**config.mk**
```make
export PLATFORM = sky130hd
export DESIGN_NAME = glob_wildcard_matcher
export DESIGN_NICKNAME = d
export VERILOG_FILES = /design/src/sv/gwm_pkg.sv /design/src/sv/glob_wildcard_matcher.sv
export SDC_FILE = /design/constraint.sdc
export NUM_CORES = 1
export LEC_CHECK = 0
export ABC_CLOCK_PERIOD_IN_PS = 2680
export BUFFER_PORTS_ARGS = -buffer_cell sky130_fd_sc_hd__buf_2
export CAP_MARGIN = 20
export CORE_UTILIZATION = 52
export DETAILED_ROUTE_END_ITERATION = 12
export PLACE_DENSITY = 0.76
export RECOVER_POWER = 25
export SYNTH_ARGS = -nofsm -noshare
export SYNTH_HDL_FRONTEND = slang
export SYNTH_SLANG_ARGS = --single-unit
```
**constraint.sdc**
```tcl
create_clock -name clk -period 2.68 [get_ports clk]
set_clock_uncertainty 0.05 [all_clocks]
set_input_delay 0.134 -clock clk [delete_from_list [all_inputs] [get_ports clk]]
set_output_delay 0.134 -clock clk [all_outputs]
set_load 0.01 [all_outputs]
```
**src/sv/gwm_pkg.sv**
```systemverilog
package gwm_pkg;

  // Pattern storage and position set sizes
  localparam int PATTERN_MAX = 16;
  localparam int STORE_MAX   = 16;
  localparam int USE_MAX     = (PATTERN_MAX < STORE_MAX) ? PATTERN_MAX : STORE_MAX;
  localparam int POS_W       = USE_MAX + 1;
  localparam int LEN_W       = $clog2(USE_MAX + 1);
  localparam int PLEN_W      = 5;

  localparam logic [7:0] STAR_BYTE = 8'h2A;
  localparam logic [7:0] ANY_BYTE  = 8'h3F;

  // Register map: index into the register list, byte address is 8*index
  localparam int REG_IDX_W = 2;
  typedef enum logic [REG_IDX_W-1:0] {
    REG_CHARS_LOW  = 2'd0,
    REG_CHARS_HIGH = 2'd1,
    REG_LENGTH     = 2'd2,
    REG_CASE_SENS  = 2'd3
  } reg_idx_t;

  // Item kinds carried on tuser
  localparam logic ACT_TEXT = 1'b0;
  localparam logic ACT_END  = 1'b1;

  // Fold ASCII upper case to lower case unless exact compare is asked for
  function automatic logic [7:0] fold_char(input logic [7:0] c, input logic exact);
    logic [7:0] r;
    r = c;
    if (!exact && c >= 8'h41 && c <= 8'h5A) begin
      r = c + 8'h20;
    end
    return r;
  endfunction

endpackage

```
**src/sv/glob_wildcard_matcher.sv**
```systemverilog
// Glob matcher for a byte stream. Load the pattern (up to 16 bytes, '*' any
// run, '?' any one byte, other bytes literal) and its length over APB, then
// stream the text one byte per transfer with tuser = 0 and close each text
// with a transfer that has tuser = 1; that transfer returns one result whose
// tdata bit 0 is 1 when the whole text matched the whole pattern. Text bytes
// return nothing. Every input transfer is held in the input register, and an
// end-of-text transfer then goes on to the result register, so the block takes
// one transfer per clock except while an end-of-text item waits in the input
// register on a held result. The rate is set by the update of the active-position
// set, a 17-bit vector with bit i set while pattern position i is reachable. A
// pattern length above 16 acts as 16. Write registers only while the stream is
// idle; a '*' in the text is an ordinary byte.
module glob_wildcard_matcher (
  input  logic        clk,
  input  logic        rst,
  // APB configuration port
  input  logic        psel,
  input  logic        penable,
  input  logic        pwrite,
  input  logic [4:0]  paddr,
  input  logic [63:0] pwdata,
  output logic [63:0] prdata,
  output logic        pready,
  // Input stream
  input  logic        s_axis_tvalid,
  output logic        s_axis_tready,
  input  logic [7:0]  s_axis_tdata,   // [7:0] text_char
  input  logic        s_axis_tuser,   // [0] action
  // Result stream
  output logic        m_axis_tvalid,
  input  logic        m_axis_tready,
  output logic [7:0]  m_axis_tdata    // [0] matched, [7:1] zero
);
  import gwm_pkg::*;

  // Configuration registers
  logic [63:0]       chars_low;
  logic [63:0]       chars_high;
  logic [PLEN_W-1:0] pattern_length;
  logic              exact_cmp;

  // Input register
  logic              in_valid;
  logic              in_action;
  logic [7:0]        in_char;

  // Match state
  logic [POS_W-1:0]  active;
  logic [POS_W-1:0]  active_next;

  // Result register
  logic              out_valid;
  logic              out_matched;

  logic              cfg_write;
  reg_idx_t          cfg_idx;
  logic              in_adv;
  logic [LEN_W-1:0]  len;
  logic [7:0]        pat     [USE_MAX];
  logic [USE_MAX-1:0] star_ok;
  logic [POS_W-1:0]  closed;
  logic [7:0]        text_c;

  // ---------------------------------------------------------------------
  // APB: a write lands on the access cycle; reads return the register
  // ---------------------------------------------------------------------
  assign pready    = 1'b1;
  assign cfg_write = psel & penable & pwrite & pready;
  assign cfg_idx   = reg_idx_t'(paddr[4:3]);

  always_ff @(posedge clk) begin
    if (rst) begin
      chars_low      <= '0;
      chars_high     <= '0;
      pattern_length <= '0;
      exact_cmp      <= 1'b1;
    end else if (cfg_write) begin
      case (cfg_idx)
        REG_CHARS_LOW:  chars_low      <= pwdata;
        REG_CHARS_HIGH: chars_high     <= pwdata;
        REG_LENGTH:     pattern_length <= pwdata[PLEN_W-1:0];
        REG_CASE_SENS:  exact_cmp      <= pwdata[0];
        default:        chars_low      <= chars_low;
      endcase
    end
  end

  always_comb begin
    case (cfg_idx)
      REG_CHARS_LOW:  prdata = chars_low;
      REG_CHARS_HIGH: prdata = chars_high;
      REG_LENGTH:     prdata = {{(64-PLEN_W){1'b0}}, pattern_length};
      REG_CASE_SENS:  prdata = {63'd0, exact_cmp};
      default:        prdata = '0;
    endcase
  end

  // ---------------------------------------------------------------------
  // Pipeline control. The input register drains whenever its item makes
  // no result or the result register is free or being taken.
  // ---------------------------------------------------------------------
  assign in_adv        = in_valid &
                         ((in_action == ACT_TEXT) | ~out_valid | m_axis_tready);
  assign s_axis_tready = ~in_valid | in_adv;

  always_ff @(posedge clk) begin
    if (rst) begin
      in_valid <= 1'b0;
    end else if (s_axis_tready) begin
      in_valid <= s_axis_tvalid;
    end
  end

  always_ff @(posedge clk) begin
    if (s_axis_tvalid && s_axis_tready) begin
      in_action <= s_axis_tuser;
      in_char   <= s_axis_tdata;
    end
  end

  // ---------------------------------------------------------------------
  // Pattern view: saturate the length, slice bytes, mark usable stars
  // ---------------------------------------------------------------------
  assign len = (pattern_length > PLEN_W'(USE_MAX)) ? LEN_W'(USE_MAX)
                                                   : LEN_W'(pattern_length);

  always_comb begin
    for (int i = 0; i < USE_MAX; i++) begin
      if (i < 8) begin
        pat[i] = chars_low[8*(i%8) +: 8];
      end else begin
        pat[i] = chars_high[8*(i%8) +: 8];
      end
      star_ok[i] = (pat[i] == STAR_BYTE) && (LEN_W'(i) < len);
    end
  end

  // Star closure, flat form: position j is reached when some active
  // position i <= j is followed by stars all the way up to j.
  always_comb begin
    logic term;
    for (int j = 0; j < POS_W; j++) begin
      closed[j] = 1'b0;
      for (int i = 0; i <= j; i++) begin
        term = active[i];
        for (int k = i; k < j; k++) begin
          term = term & star_ok[k];
        end
        closed[j] = closed[j] | term;
      end
    end
  end

  // Advance the set by one text byte
  assign text_c = fold_char(in_char, exact_cmp);

  always_comb begin
    active_next = '0;
    for (int i = 0; i < USE_MAX; i++) begin
      if (closed[i] && (LEN_W'(i) < len)) begin
        if (pat[i] == STAR_BYTE) begin
          active_next[i] = 1'b1;
        end else if (pat[i] == ANY_BYTE ||
                     fold_char(pat[i], exact_cmp) == text_c) begin
          active_next[i+1] = 1'b1;
        end
      end
    end
  end

  always_ff @(posedge clk) begin
    if (rst) begin
      active <= POS_W'(1);
    end else if (in_adv) begin
      if (in_action == ACT_END) begin
        active <= POS_W'(1);
      end else begin
        active <= active_next;
      end
    end
  end

  // ---------------------------------------------------------------------
  // Result register: load on end of text, drop once taken
  // ---------------------------------------------------------------------
  always_ff @(posedge clk) begin
    if (rst) begin
      out_valid <= 1'b0;
    end else if (in_adv && in_action == ACT_END) begin
      out_valid <= 1'b1;
    end else if (m_axis_tready) begin
      out_valid <= 1'b0;
    end
  end

  always_ff @(posedge clk) begin
    if (in_adv && in_action == ACT_END) begin
      out_matched <= closed[len];
    end
  end

  assign m_axis_tvalid = out_valid;
  assign m_axis_tdata  = {7'd0, out_matched};

  // ---------------------------------------------------------------------
  // Assertions
  // ---------------------------------------------------------------------
  a_end_loads_result: assert property (@(posedge clk) disable iff (rst)
    in_adv && in_action == ACT_END |=> out_valid && active == POS_W'(1))
    else $error("end of text did not load a result and restart the set");

  a_text_no_result: assert property (@(posedge clk) disable iff (rst)
    in_adv && in_action == ACT_TEXT && out_valid && m_axis_tready |=> !out_valid)
    else $error("text byte produced a result");

  a_stall_cause: assert property (@(posedge clk) disable iff (rst)
    !s_axis_tready |-> in_valid && in_action == ACT_END && out_valid && !m_axis_tready)
    else $error("input stalled without a blocked result");

  a_reset_set: assert property (@(posedge clk)
    rst |=> active == POS_W'(1) && !out_valid && !in_valid)
    else $error("reset did not restore the start state");

endmodule

```
==> impl_metrics.json <==
{
  "fin_ws_ns": -0.09630,
  "grt_pass1_wl_microns": 59810,
  "core_area_sq_mm": 0.02102,
  "cts_root_buf": "clkbuf_16",
  "async_reset_ff_share_pct": 0,
  "worstSetupEndpointType": "register",
  "path_clk_slew_ns": 0.07,
  "violations": "max-capacitance violations, max-slew violations, negative setup slack",
  "crit_arrival_ns": 3.11,
  "placed_area_sq_mm": 0.01304,
  "setup.worst_path.start_class": "register",
  "drtIter0Drc": 1011,
  "drt-total-wl_microns": 37620,
  "relSlewSlack_pct": -4.840,
  "syn_area_sq_mm": 0.01114,
  "grt_max_degree": 85,
  "die_x_microns": 148.3,
  "design_area_sq_mm": 0.01476,
  "layout_common_cells": "nand2_1, a21oi_1, buf_4",
  "yosysWarnings": 0,
  "hold_path.class": "in -> reg",
  "n_fill_cell": 1646,
  "final_layout_size_suffix_gt1_share_pct": 23.93,
  "timing.fmax_ghz": 0.3602,
  "drt-pass1-iter-count": 5,
  "period_share_pct": 103.6,
  "area_growth_pct": 32.52,
  "cp_common_cell": "nor4b_4",
  "period_needed_ns": 2.776,
  "syn_inst": 1492,
  "report.final.slew_viol_count": 130,
  "wl_per_cell_microns": 17.91,
  "cts_sinks": 163,
  "clkPwrFrac_pct": 45.3,
  "switchingPower_mw": 1.597,
  "p_sw_share_pct": 26.67,
  "power_density_mw_per_mm2": 405.7,
  "avgSynthCellArea_sq_um": 7.464,
  "numCtsBuffers": 17,
  "cp_num_buf_inv": 1,
  "critical_path.max_stage_delay_ns": 0.43,
  "crit_type": "reg -> reg",
  "hold_viol_final": 0,
  "crit_cells": 10,
  "grt_pass1_vias": 11738,
  "gp_congestion": 0.9581,
  "seqPwrFrac_pct": 42.1,
  "cp_max_fo": 4,
  "drc": 0,
  "port_buffers": 148,
  "grt_overflow": 0,
  "path_cells": "nor4b_4 > o31ai_4 > o31ai_2 > xnor2_1 > nand4_1 > nor4b_4 > o21ai_2 > a2111oi_2 > buf_4 > a221o_1",
  "grt.total_usage_pct": 34.07,
  "rsz0062_at_grt": "true",
  "cp_slowest_cell": "nor4b_4",
  "mostFrequentLayoutCell": "nand2_1",
  "ys.flop_type": "dfxtp_1",
  "p_int_mw": 4.390,
  "io_pins": 160,
  "ir_drop_mv": 0.3121,
  "worstPathRequired_ns": 3.01,
  "clk-insertion-delay-late_ns": 0.44,
  "antenna_cells": 0,
  "cts_tree": "done",
  "cts_buffer_depth": 2,
  "status": "complete, but fails checks",
  "initial_core_util_pct": 52.97,
  "synth_seq_area_share_pct": 30.20,
  "antenna_left": 0,
  "nNetsFinal": 1915,
  "tightestPinTransition_ns": 1.573,
  "hpwl_microns": 24930,
  "cp_top_family": "compound AO/OA/AOI/OAI gates",
  "antenna_found_initial": 0,
  "worstHoldPathCells": 4,
  "ys_types": 91,
  "p_leak_nw": 6.019,
  "die_area_sq_mm": 0.02200,
  "pwr-share-comb_pct": 12.6,
  "cap_violations": 2,
  "place_ws_ns": -0.1102,
  "setup_viol_count_final": 2,
  "ctsHtreeMaxLevel": 4,
  "synth-edff-count": 10,
  "worstRegToRegCells": 10,
  "vias": 12461,
  "routed_via_density": 5.931,
  "ys_seq_elements": 163,
  "die_h_microns": 148.3,
  "rows": 53
}
[layout make-up]
type	count	area [sq um]	area share, %
Timing Repair Buffer	405	2903	19.67
Multi-Input combinational cell	1206	7425	50.31
Tap cell	275	344.1	2.332
Clock buffer	18	429.2	2.908
Clock inverter	14	198.9	1.348
Sequential cell	163	3382	22.92
Inverter	20	75.07	0.5087
[sequential cells by signal, indices dropped and copies added, names as in the netlist]
| signal | flops |
|---|---|
| active | 17 |
| m_axis_tvalid | 1 |
| exact_cmp | 1 |
| in_char | 8 |
| in_valid | 1 |
| out_matched | 1 |
| in_action | 1 |
| chars_high | 64 |
| pattern_length | 5 |
| chars_low | 64 |
[metrics by stage]
step	power (mW)	cells	hold WS (ns)	TNS (ns)	util (%)
final	5.987	2101	0.02988	-0.1298	70.20
after global routing	6.148	2101	0.04676	-0.4861	70.20
after CTS	5.956	2095	0.02500	-0.01223	69.14
after detailed placement	3.199	1982	0.2649	-0.2994	62.05
after global placement	3.187	1982	0.2623	-0.09943	62.05
after floorplan	2.959	1498	0.1829	0	-
[timing repair]
| action | CTS | global route |
|---|---|---|
| hold buffers | 74 | 0 |
| pin swaps | 9 | 22 |
| setup buffers | 7 | 7 |
| endpoints found under the hold margin | 142 | 0 |
| setup endpoints to repair | 6 | 13 |
| resized for setup | 17 | 44 |
| cloned | 0 | 0 |
[per-layer routing]
layer,track usage [%],up-vias,part of all wire [%]
met4,11.13,0,2.6
li1,-,5847,-
met5,0,-,0
met1,42.60,5935,42
met3,6.074,103,7.3
met2,58.99,576,49
[cell families after synthesis]
group | Yosys count | share of synthesized area [%]
muxes | 69 | 6.315
AOI/OAI and AO/OA | 331 | 18.73
and+or+nand+nor | 658 | 27.79
buffers and inverters | 129 | 5.315
xor gates and xnor gates | 123 | 9.674
adders and majority gates | 17 | 1.910
DFF | 163 | 30.20
other | 2 | 0.06744
[cell usage after synthesis, types with 6 or more instances]
cell type  number  area [sq um]
nor4b_1        11         96.34
a21oi_1       176         880.8
a211oi_1        8         60.06
o31ai_1        12         90.09
ha_1           17         212.7
or3_1           9         56.30
o21ai_0        31         155.2
nor3_1         40         200.2
or2_2           6         37.54
nand2b_1       11         68.82
clkbuf_1       66         247.7
buf_2          11         55.05
or4_1          11         82.58
inv_1          20         75.07
nand2_1       302          1134
buf_4          13         97.59
nor2_1        146         548.0
nor4_1         12         75.07
edfxtp_1       10         300.3
buf_6           6         67.56
nand3_1        35         175.2
nor2b_1        10         62.56
xor2_1         61         534.3
a31oi_1        16         100.1
o21ai_1         6         30.03
nand4_1        20         125.1
and3_1          8         50.05
a21o_1         14         105.1
xnor2_1        62         543.0
buf_1          13         48.80
dfxtp_1       153          3063
mux2i_1        68         680.7
[worst register-to-register path: stages, from the launching register on]
cell	delay [ns]
dfxtp_2	0.36
nor4b_4	0.37
o31ai_4	0.13
o31ai_2	0.29
xnor2_1	0.16
nand4_1	0.19
nor4b_4	0.43
o21ai_2	0.13
a2111oi_2	0.37
buf_4	0.16
a221o_1	0.08
[final timing paths]
check / end / startpoint / slack [ns]
max: active[10] / chars_high[13] / -0.1
min: in_valid / m_axis_tready / 0.03
max reg2reg: active[10] / chars_high[13] / -0.1
min reg2reg: active[11] / active[11] / 0.46
[power groups by stage]
stage / sequential [mW] / clock [mW] / combinational [mW]
floorplan: 2.57 / 0 / 0.388
global placement: 2.57 / 0 / 0.613
detailed placement: 2.58 / 0 / 0.623
CTS: 2.52 / 2.72 / 0.716
global route: 2.52 / 2.82 / 0.803
finish: 2.52 / 2.72 / 0.752
No activity file was read; power rests on OpenSTA's default activity.
